## src/rtl/core/md5_pkg.sv

```systemverilog
// Shared types, constants and helper functions of the MD5 digest unit.
`default_nettype none
package md5_pkg;

   localparam logic [31:0] IV_A = 32'h67452301;
   localparam logic [31:0] IV_B = 32'hefcdab89;
   localparam logic [31:0] IV_C = 32'h98badcfe;
   localparam logic [31:0] IV_D = 32'h10325476;

   localparam logic [7:0] PAD_BYTE = 8'h80;
   localparam logic [5:0] LEN_POS = 6'd56;
   localparam logic [5:0] LAST_POS = 6'd63;

   localparam logic [31:0] ROUND_K [64] = '{
      32'hd76aa478, 32'he8c7b756, 32'h242070db, 32'hc1bdceee,
      32'hf57c0faf, 32'h4787c62a, 32'ha8304613, 32'hfd469501,
      32'h698098d8, 32'h8b44f7af, 32'hffff5bb1, 32'h895cd7be,
      32'h6b901122, 32'hfd987193, 32'ha679438e, 32'h49b40821,
      32'hf61e2562, 32'hc040b340, 32'h265e5a51, 32'he9b6c7aa,
      32'hd62f105d, 32'h02441453, 32'hd8a1e681, 32'he7d3fbc8,
      32'h21e1cde6, 32'hc33707d6, 32'hf4d50d87, 32'h455a14ed,
      32'ha9e3e905, 32'hfcefa3f8, 32'h676f02d9, 32'h8d2a4c8a,
      32'hfffa3942, 32'h8771f681, 32'h6d9d6122, 32'hfde5380c,
      32'ha4beea44, 32'h4bdecfa9, 32'hf6bb4b60, 32'hbebfbc70,
      32'h289b7ec6, 32'heaa127fa, 32'hd4ef3085, 32'h04881d05,
      32'hd9d4d039, 32'he6db99e5, 32'h1fa27cf8, 32'hc4ac5665,
      32'hf4292244, 32'h432aff97, 32'hab9423a7, 32'hfc93a039,
      32'h655b59c3, 32'h8f0ccc92, 32'hffeff47d, 32'h85845dd1,
      32'h6fa87e4f, 32'hfe2ce6e0, 32'ha3014314, 32'h4e0811a1,
      32'hf7537e82, 32'hbd3af235, 32'h2ad7d2bb, 32'heb86d391
   };

   typedef enum logic [1:0] {
      KIND_BYTE,
      KIND_BYTE_LAST,
      KIND_END
   } kind_type;

   typedef enum logic [2:0] {
      ST_IDLE,
      ST_PAD,
      ST_LEN_BLOCK,
      ST_START,
      ST_ROUND,
      ST_DIGEST
   } state_type;

   typedef enum logic [1:0] {
      PH_DATA,
      PH_LEN,
      PH_FINAL
   } phase_type;

   typedef struct packed {
      kind_type   kind;
      logic [7:0] data;
   } item_type;

   typedef struct packed {
      logic [63:0] digest_half;
      logic        half_index;
      logic        last_half;
   } rsp_type;

   function automatic logic [4:0] rot_amount(input logic [1:0] stage, input logic [1:0] idx);
      logic [4:0] r;
      r = 5'd0;
      case (stage)
         2'd0: case (idx)
            2'd0: r = 5'd7;
            2'd1: r = 5'd12;
            2'd2: r = 5'd17;
            default: r = 5'd22;
         endcase
         2'd1: case (idx)
            2'd0: r = 5'd5;
            2'd1: r = 5'd9;
            2'd2: r = 5'd14;
            default: r = 5'd20;
         endcase
         2'd2: case (idx)
            2'd0: r = 5'd4;
            2'd1: r = 5'd11;
            2'd2: r = 5'd16;
            default: r = 5'd23;
         endcase
         default: case (idx)
            2'd0: r = 5'd6;
            2'd1: r = 5'd10;
            2'd2: r = 5'd15;
            default: r = 5'd21;
         endcase
      endcase
      return r;
   endfunction

   function automatic logic [31:0] byte_swap(input logic [31:0] v);
      return {v[7:0], v[15:8], v[23:16], v[31:24]};
   endfunction

endpackage
`default_nettype wire

```

## src/rtl/core/md5_fifo.sv

```systemverilog
// Small register-based first-in first-out queue.
`default_nettype none
module md5_fifo #(
   parameter int WIDTH = 8,
   parameter int DEPTH = 2
) (
   input  wire logic             clock,
   input  wire logic             reset,
   input  wire logic             push,
   input  wire logic [WIDTH-1:0] din,
   output logic                  full,
   input  wire logic             pop,
   output logic [WIDTH-1:0]      dout,
   output logic                  empty
);
   localparam int PW = (DEPTH > 1) ? $clog2(DEPTH) : 1;
   localparam int CW = $clog2(DEPTH + 1);

   logic [WIDTH-1:0] mem_ff [DEPTH];
   logic [PW-1:0] wr_ptr_ff, wr_ptr_in, rd_ptr_ff, rd_ptr_in;
   logic [CW-1:0] count_ff, count_in;
   logic do_push, do_pop;

   assign full = (count_ff == CW'(DEPTH));
   assign empty = (count_ff == '0);
   assign dout = mem_ff[rd_ptr_ff];
   assign do_push = push && !full;
   assign do_pop = pop && !empty;

   always_comb begin
      wr_ptr_in = wr_ptr_ff;
      rd_ptr_in = rd_ptr_ff;
      count_in = count_ff;
      if (do_push) begin
         wr_ptr_in = (wr_ptr_ff == PW'(DEPTH - 1)) ? '0 : wr_ptr_ff + 1'b1;
      end
      if (do_pop) begin
         rd_ptr_in = (rd_ptr_ff == PW'(DEPTH - 1)) ? '0 : rd_ptr_ff + 1'b1;
      end
      if (do_push && !do_pop) begin
         count_in = count_ff + 1'b1;
      end else if (do_pop && !do_push) begin
         count_in = count_ff - 1'b1;
      end
   end

   always_ff @(posedge clock) begin
      if (reset) begin
         wr_ptr_ff <= '0;
         rd_ptr_ff <= '0;
         count_ff <= '0;
      end else begin
         wr_ptr_ff <= wr_ptr_in;
         rd_ptr_ff <= rd_ptr_in;
         count_ff <= count_in;
      end
   end

   always_ff @(posedge clock) begin
      if (do_push) begin
         mem_ff[wr_ptr_ff] <= din;
      end
   end
endmodule
`default_nettype wire

```

## src/rtl/core/md5_front.sv

```systemverilog
// Input side: classifies message transactions and queues those that carry a byte or a last flag.
`default_nettype none
module md5_front #(
   parameter int DEPTH = 4
) (
   input  wire logic              clock,
   input  wire logic              reset,
   input  wire logic              push,
   input  wire logic [7:0]        data_byte,
   input  wire logic              byte_valid,
   input  wire logic              last_byte,
   output logic                   full,
   output logic                   item_valid,
   output md5_pkg::item_type      item,
   input  wire logic              item_pop
);
   import md5_pkg::*;

   item_type cls;
   logic     keep;
   logic     empty;

   always_comb begin
      cls.data = data_byte;
      if (byte_valid && last_byte) begin
         cls.kind = KIND_BYTE_LAST;
      end else if (byte_valid) begin
         cls.kind = KIND_BYTE;
      end else begin
         cls.kind = KIND_END;
      end
      keep = push && (byte_valid || last_byte);
   end

   md5_fifo #(.WIDTH($bits(item_type)), .DEPTH(DEPTH)) u_queue (
      .clock(clock),
      .reset(reset),
      .push(keep),
      .din(cls),
      .full(full),
      .pop(item_pop),
      .dout(item),
      .empty(empty)
   );

   assign item_valid = !empty;
endmodule
`default_nettype wire

```

## src/rtl/core/md5_back.sv

```systemverilog
// Compression engine: block packing, padding, 64 rounds and digest output.
`default_nettype none
module md5_back (
   input  wire logic              clock,
   input  wire logic              reset,
   input  wire logic              item_valid,
   input  wire md5_pkg::item_type item,
   output logic                   item_pop,
   input  wire logic              out_full,
   output logic                   out_push,
   output md5_pkg::rsp_type       out_data
);
   import md5_pkg::*;

   state_type   state_ff, state_in;
   phase_type   phase_ff, phase_in;
   logic [31:0] chain_ff [4];
   logic [31:0] chain_in [4];
   logic [31:0] work_ff [4];
   logic [31:0] work_in [4];
   logic [31:0] buf_ff [16];
   logic [31:0] buf_in [16];
   logic [63:0] count_ff, count_in;
   logic [5:0]  round_ff, round_in;
   logic        pend_ff, pend_in;
   logic        half_ff, half_in;

   logic [5:0]  pos;
   logic [63:0] bits;
   logic [1:0]  stage;
   logic [3:0]  g;
   logic [31:0] f, sum, rot, new_b;
   logic [63:0] rot_wide;

   always_comb begin
      pos = count_ff[5:0];
      bits = {count_ff[60:0], 3'b000};
      stage = round_ff[5:4];
      unique case (stage)
         2'd0: begin
            f = (work_ff[1] & work_ff[2]) | (~work_ff[1] & work_ff[3]);
            g = round_ff[3:0];
         end
         2'd1: begin
            f = (work_ff[3] & work_ff[1]) | (work_ff[2] & ~work_ff[3]);
            g = 4'(5 * round_ff[3:0] + 1);
         end
         2'd2: begin
            f = work_ff[1] ^ work_ff[2] ^ work_ff[3];
            g = 4'(3 * round_ff[3:0] + 5);
         end
         default: begin
            f = work_ff[2] ^ (work_ff[1] | ~work_ff[3]);
            g = 4'(7 * round_ff[3:0]);
         end
      endcase
      sum = work_ff[0] + f + ROUND_K[round_ff] + buf_ff[g];
      rot_wide = {sum, sum} << rot_amount(stage, round_ff[1:0]);
      rot = rot_wide[63:32];
      new_b = work_ff[1] + rot;
   end

   always_comb begin
      state_in = state_ff;
      phase_in = phase_ff;
      chain_in = chain_ff;
      work_in = work_ff;
      buf_in = buf_ff;
      count_in = count_ff;
      round_in = round_ff;
      pend_in = pend_ff;
      half_in = half_ff;
      item_pop = 1'b0;
      out_push = 1'b0;
      out_data.half_index = half_ff;
      out_data.last_half = half_ff;
      out_data.digest_half = half_ff ?
         {byte_swap(chain_ff[2]), byte_swap(chain_ff[3])} :
         {byte_swap(chain_ff[0]), byte_swap(chain_ff[1])};
      unique case (state_ff)
         ST_IDLE: begin
            if (item_valid) begin
               item_pop = 1'b1;
               if (item.kind == KIND_END) begin
                  state_in = ST_PAD;
               end else begin
                  for (int w = 0; w < 16; w++) begin
                     for (int l = 0; l < 4; l++) begin
                        if (pos == 6'(w * 4 + l)) begin
                           buf_in[w][l*8 +: 8] = item.data;
                        end
                     end
                  end
                  count_in = count_ff + 64'd1;
                  if (pos == LAST_POS) begin
                     pend_in = (item.kind == KIND_BYTE_LAST);
                     phase_in = PH_DATA;
                     state_in = ST_START;
                  end else if (item.kind == KIND_BYTE_LAST) begin
                     state_in = ST_PAD;
                  end
               end
            end
         end
         ST_PAD: begin
            for (int w = 0; w < 16; w++) begin
               for (int l = 0; l < 4; l++) begin
                  if (pos == 6'(w * 4 + l)) begin
                     buf_in[w][l*8 +: 8] = PAD_BYTE;
                  end else if (6'(w * 4 + l) > pos) begin
                     buf_in[w][l*8 +: 8] = 8'h00;
                  end
               end
            end
            if (pos >= LEN_POS) begin
               phase_in = PH_LEN;
            end else begin
               buf_in[14] = bits[31:0];
               buf_in[15] = bits[63:32];
               phase_in = PH_FINAL;
            end
            state_in = ST_START;
         end
         ST_LEN_BLOCK: begin
            for (int w = 0; w < 14; w++) begin
               buf_in[w] = '0;
            end
            buf_in[14] = bits[31:0];
            buf_in[15] = bits[63:32];
            phase_in = PH_FINAL;
            state_in = ST_START;
         end
         ST_START: begin
            work_in = chain_ff;
            round_in = '0;
            state_in = ST_ROUND;
         end
         ST_ROUND: begin
            work_in[0] = work_ff[3];
            work_in[1] = new_b;
            work_in[2] = work_ff[1];
            work_in[3] = work_ff[2];
            round_in = round_ff + 6'd1;
            if (round_ff == LAST_POS) begin
               chain_in[0] = chain_ff[0] + work_ff[3];
               chain_in[1] = chain_ff[1] + new_b;
               chain_in[2] = chain_ff[2] + work_ff[1];
               chain_in[3] = chain_ff[3] + work_ff[2];
               unique case (phase_ff)
                  PH_DATA: begin
                     pend_in = 1'b0;
                     state_in = pend_ff ? ST_PAD : ST_IDLE;
                  end
                  PH_LEN: state_in = ST_LEN_BLOCK;
                  default: begin
                     half_in = 1'b0;
                     state_in = ST_DIGEST;
                  end
               endcase
            end
         end
         ST_DIGEST: begin
            if (!out_full) begin
               out_push = 1'b1;
               if (half_ff) begin
                  chain_in[0] = IV_A;
                  chain_in[1] = IV_B;
                  chain_in[2] = IV_C;
                  chain_in[3] = IV_D;
                  count_in = '0;
                  half_in = 1'b0;
                  state_in = ST_IDLE;
               end else begin
                  half_in = 1'b1;
               end
            end
         end
         default: state_in = ST_IDLE;
      endcase
   end

   always_ff @(posedge clock) begin
      if (reset) begin
         state_ff <= ST_IDLE;
         phase_ff <= PH_DATA;
         chain_ff[0] <= IV_A;
         chain_ff[1] <= IV_B;
         chain_ff[2] <= IV_C;
         chain_ff[3] <= IV_D;
         for (int i = 0; i < 4; i++) begin
            work_ff[i] <= '0;
         end
         count_ff <= '0;
         round_ff <= '0;
         pend_ff <= 1'b0;
         half_ff <= 1'b0;
      end else begin
         state_ff <= state_in;
         phase_ff <= phase_in;
         chain_ff <= chain_in;
         work_ff <= work_in;
         count_ff <= count_in;
         round_ff <= round_in;
         pend_ff <= pend_in;
         half_ff <= half_in;
      end
   end

   always_ff @(posedge clock) begin
      buf_ff <= buf_in;
   end

   a_round_idle: assert property (@(posedge clock) disable iff (reset)
      (state_ff != ST_ROUND) |-> (round_ff == 6'd0))
      else $error("Round counter is not zero outside the round state.");
   a_push_digest: assert property (@(posedge clock) disable iff (reset)
      out_push |-> (state_ff == ST_DIGEST))
      else $error("Result pushed outside the digest state.");
   a_pop_idle: assert property (@(posedge clock) disable iff (reset)
      item_pop |-> (state_ff == ST_IDLE && item_valid))
      else $error("Item taken while the engine is busy.");
   a_digest_done: assert property (@(posedge clock) disable iff (reset)
      (out_push && half_ff) |=> (state_ff == ST_IDLE && count_ff == 64'd0))
      else $error("Engine did not return to idle after the second half.");
endmodule
`default_nettype wire

```

## src/rtl/core/md5_message_digest_unit.sv

```systemverilog
// Top level of the MD5 digest unit: input queue, engine and result queue.
//
//   channel   ports                                             direction
//   request   req_push, req_full, req_data_byte, req_byte_valid,
//             req_last_byte                                     in
//   response  rsp_pop, rsp_empty, rsp_digest_half, rsp_half_index,
//             rsp_last_half                                     out
//
// The engine packs message bytes into the block while idle; each full block is loaded into
// the working registers and then runs 64 rounds on the single round unit.
// The final transaction adds a padding step and one or two compressions, with a length
// block built in its own state when two are needed; the digest then leaves in two halves.
// Reset returns the chaining values to the MD5 initial values and empties both queues.
// The input queue accepts transactions while the engine compresses; a full result
// queue holds the engine in its digest state.
`default_nettype none
module md5_message_digest_unit #(
   parameter int QUEUE_DEPTH = 4,
   parameter int RSP_DEPTH = 2
) (
   input  wire logic        clock,
   input  wire logic        reset,
   input  wire logic        req_push,
   input  wire logic [7:0]  req_data_byte,
   input  wire logic        req_byte_valid,
   input  wire logic        req_last_byte,
   output logic             req_full,
   input  wire logic        rsp_pop,
   output logic             rsp_empty,
   output logic [63:0]      rsp_digest_half,
   output logic             rsp_half_index,
   output logic             rsp_last_half
);
   import md5_pkg::*;

   item_type item;
   logic     item_valid, item_pop;
   logic     out_full, out_push;
   rsp_type  out_data, rsp;

   md5_front #(.DEPTH(QUEUE_DEPTH)) u_front (
      .clock(clock),
      .reset(reset),
      .push(req_push),
      .data_byte(req_data_byte),
      .byte_valid(req_byte_valid),
      .last_byte(req_last_byte),
      .full(req_full),
      .item_valid(item_valid),
      .item(item),
      .item_pop(item_pop)
   );

   md5_back u_back (
      .clock(clock),
      .reset(reset),
      .item_valid(item_valid),
      .item(item),
      .item_pop(item_pop),
      .out_full(out_full),
      .out_push(out_push),
      .out_data(out_data)
   );

   md5_fifo #(.WIDTH($bits(rsp_type)), .DEPTH(RSP_DEPTH)) u_rsp_queue (
      .clock(clock),
      .reset(reset),
      .push(out_push),
      .din(out_data),
      .full(out_full),
      .pop(rsp_pop),
      .dout(rsp),
      .empty(rsp_empty)
   );

   assign rsp_digest_half = rsp.digest_half;
   assign rsp_half_index = rsp.half_index;
   assign rsp_last_half = rsp.last_half;
endmodule
`default_nettype wire

```

## config.mk

```make
export PLATFORM = sky130hd
export DESIGN_NAME = md5_message_digest_unit
export DESIGN_NICKNAME = d
export VERILOG_FILES = /design/src/rtl/core/md5_pkg.sv /design/src/rtl/core/md5_fifo.sv /design/src/rtl/core/md5_front.sv /design/src/rtl/core/md5_back.sv /design/src/rtl/core/md5_message_digest_unit.sv
export SDC_FILE = /design/constraint.sdc
export NUM_CORES = 2
export LEC_CHECK = 0
export BUFFER_PORTS_ARGS = -buffer_cell sky130_fd_sc_hd__buf_4
export CAP_MARGIN = 40
export CORE_ASPECT_RATIO = 0.5
export CORE_MARGIN = 2
export CORE_UTILIZATION = 55
export CTS_BUF_LIST = sky130_fd_sc_hd__clkbuf_2 sky130_fd_sc_hd__clkbuf_4 sky130_fd_sc_hd__clkbuf_8
export CTS_CLUSTER_SIZE = 28
export DETAILED_ROUTE_END_ITERATION = 10
export HOLD_SLACK_MARGIN = 0.12
export PLACE_DENSITY = 0.71
export SETUP_SLACK_MARGIN = 0.2
export SYNTH_ARGS = -nofsm -noshare
export SYNTH_HDL_FRONTEND = slang
export SYNTH_HIERARCHICAL = 1
export SYNTH_SLANG_ARGS = --single-unit
```

## constraint.sdc

```tcl
create_clock -name clock -period 26.4 [get_ports clock]
set_input_delay 5.28 -clock clock [delete_from_list [all_inputs] [get_ports clock]]
set_output_delay 5.28 -clock clock [all_outputs]
set_load 0.02 [all_outputs]
```

==> results by group <==
GRT
  – Global-route met2 utilization: 0.500
  – GR Overflow Total: 0
  – Pin count of the biggest net entering global routing: 110
  – Met3 usage: 0.0765
  – Initial antenna violation count: 8
  – M1 GR Usage: 0.496
  – First-pass GRT wire length: 288000 um
  – Vias in the first global route: 45500
  – All-Layer GR Usage: 0.339
  – GR peak layer: met2

Clock tree
  – Post-CTS Setup Inserts: 0
  – CTS tree: yes
  – CTS Buf Count: 146
  – CTS clk-pin slew, worst paths: 0.07 ns
  – CTS hold repair buffers: 0
  – CTS Sinks: 1028
  – CTS Buffer Depth: 3
  – # resized after CTS: 0
  – Worst skew pair latency: 0.92 ns
  – Root Driver: clkbuf_8
  – H-tree levels: 4

STA
  – RSZ-0062 raised after global routing: false
  – Fin crit share: 0.543
  – Final setup vio count: 0
  – Slew margin rel.: 0.306
  – Fin Setup TNS: 0 ns
  – Fin. max-slew vios: 0
  – Worst Skew: 0.0546 ns
  – Slew at the pin with the worst max-slew slack: 1.03 ns
  – Final Hold Fails: 0
  – Fmax achieved: 69.8 MHz
  – Period minus WS final: 14.32 ns

Cells and area
  – P&R area growth vs syn: 8.93%
  – Register Area: 27400 um^2
  – Nets@finish: 6178
  – Fillers: 8791
  – Share of layout cells above drive strength 1: 0.146
  – Post-layout util: 0.606
  – Area of the multi-input gates: 30300 um^2

Job
  – Max cap viols: 0

Die
  – Cell Rows: 85
  – CORE AREA: 108000 um^2
  – DIE HEIGHT: 238 um
  – Die area: 112000 um^2
  – Initial Util: 0.556
  – IO Count: 82
  – Die X: 471 um

Synth
  – Synth Area per Inst: 10.2 um^2
  – EDFF count, synth: 684
  – Unique masters post-synth: 110
  – Most frequent cell after synthesis: edfxtp_1
  – Area leader, netlist: edfxtp_1
  – Syn_nets: 6183
  – Ys flop type: edfxtp_1
  – Cell area after synthesis: 60000 um^2
  – Sequential element share of the synthesized area: 0.457
  – Commonest cells in the synthesized netlist: edfxtp_1 (684), nor2_1 (541), nand2_1 (537)
  – Largest cells by area after synthesis: edfxtp_1 (34%), dfxtp_1 (11%), mux4_2 (5.4%)
  – Synth top area share: 0.342
  – Syn. warnings: 6
  – Syn Inst Count: 5858
  – Register bit total from synthesis: 1028
  – Synth async-reset ratio: 0

Placement
  – Dpl hpwl: 134000 um
  – Gpl congestion: 0.983
  – Port-buffer cells: 81

Setup path
  – Crit path required time: 27.20 ns
  – Most common cell on crit path: o21ai_0
  – Worst endpoint data arrival time: 15.13 ns
  – CP startpoint kind: flop
  – Setup CP Type: reg2reg
  – CP max stage cell: ha_1
  – CP endpoint kind: flop
  – Crit-path max cell delay: 0.88 ns
  – CP max FO: 48

Route
  – Vias/cell: 6.51
  – Iter 0 DRT Violations: 6234
  – DRC: 0
  – Post-route ant nets: 0
  – WL/cell: 25.8 um
  – Total routed wirelength: 191000 um
  – Vias: 48200
  – TritonRoute pass-1 iters: 8

Outcome
  – Run status: finished clean

Min path
  – Hold crit path type: reg2reg
[cell usage in the layout, fill, tap and decap left out, types with 90 or more instances in the layout]
master	count
dfxtp_1	338
xnor2_1	147
nor2_1	538
mux4_2	144
o22ai_1	180
clkbuf_8	163
nand2_1	534
nor3_1	141
inv_1	228
a21oi_1	512
nand3_1	90
edfxtp_1	684
ha_1	240
o21ai_0	271
buf_4	214
xor2_1	129
a21o_1	125
mux2_2	151
[logic make-up after synthesis]
family,Yosys count,share of synthesized area
AOI/OAI and AO/OA,1606,0.168
xor gates and xnor gates,280,0.0416
adders and majority gates,311,0.0737
buffers and inverters,617,0.0405
DFF,1028,0.457
muxes,372,0.0957
and+or+nand+nor,1644,0.123
[state kept, by name (all words and copies together), names as in the netlist, named ones only]
register	cells
u_rsp_queue/rd_ptr_ff	1
u_front/u_queue/rd_ptr_ff	2
u_back/half_ff	1
u_front/u_queue/count_ff	3
u_back/buf_ff	512
u_front/u_queue/mem_ff	40
u_front/u_queue/wr_ptr_ff	2
u_back/work_ff	128
u_back/count_ff	61
u_rsp_queue/wr_ptr_ff	1
u_rsp_queue/mem_ff	132
u_back/pend_ff	1
u_rsp_queue/count_ff	2
u_back/phase_ff	2
u_back/state_ff	3
u_back/round_ff	6
u_back/chain_ff	128
[per-stage QoR]
stage / worst slack [ns] / instance area [um^2] / hold WS [ns] / std cells
floorplan: 14.85 / 60000 / 0.450 / 5858
global placement: 12.77 / 61700 / 0.470 / 7076
detailed placement: 12.54 / 62300 / 0.477 / 7136
CTS: 12.41 / 65300 / 0.488 / 7402
global route: 11.10 / 65400 / 0.526 / 7407
finish: 12.08 / 65400 / 0.491 / 7408
[per-layer routing]
layer / up-vias / wire length (um)
met5: - / 27
met4: 4 / 5170
met3: 328 / 20700
met2: 2614 / 82600
met1: 23700 / 82500
li1: 21600 / -
[worst max-delay path, delay by kind of cell, from the launching register on]
| family | cells | cell delay (ns) |
|---|---|---|
| AO/OA/AOI/OAI | 22 | 6.10 |
| adder cells (fa/ha/maj) | 6 | 2.62 |
| buffers and inverters | 6 | 2.04 |
| multiplexers | 8 | 1.77 |
| AND/OR/NAND/NOR | 6 | 0.86 |
| XOR/XNOR | 2 | 0.49 |
| flip-flops | 1 | 0.30 |
[cell type report]
class / instances / area share
timing repair buffer: 231 / 0.0292
tap: 1435 / 0.0275
multi-input combinational: 4213 / 0.464
sequential: 1028 / 0.420
clock inverter: 55 / 0.00609
inverter: 233 / 0.0135
antenna: 2 / 0.0000766
clock buffer: 211 / 0.0397
[worst paths after layout]
check,startpoint,end,slack [ns],cells after the start
min reg2reg,u_front/u_queue/rd_ptr_ff[0]$_SDFFE_PP0P_,flop,0.49,2
min,u_front/u_queue/rd_ptr_ff[0]$_SDFFE_PP0P_,flop,0.49,2
max,u_back/round_ff[0]$_SDFFE_PP0P_,u_back/chain_ff[95]$_SDFFE_PP1P_,12.08,50
max reg2reg,u_back/round_ff[0]$_SDFFE_PP0P_,u_back/chain_ff[95]$_SDFFE_PP1P_,12.08,50
Power is left out: the tool's default activity adds up to more than one toggle a clock period on the data nets, which glitch-free logic cannot reach.
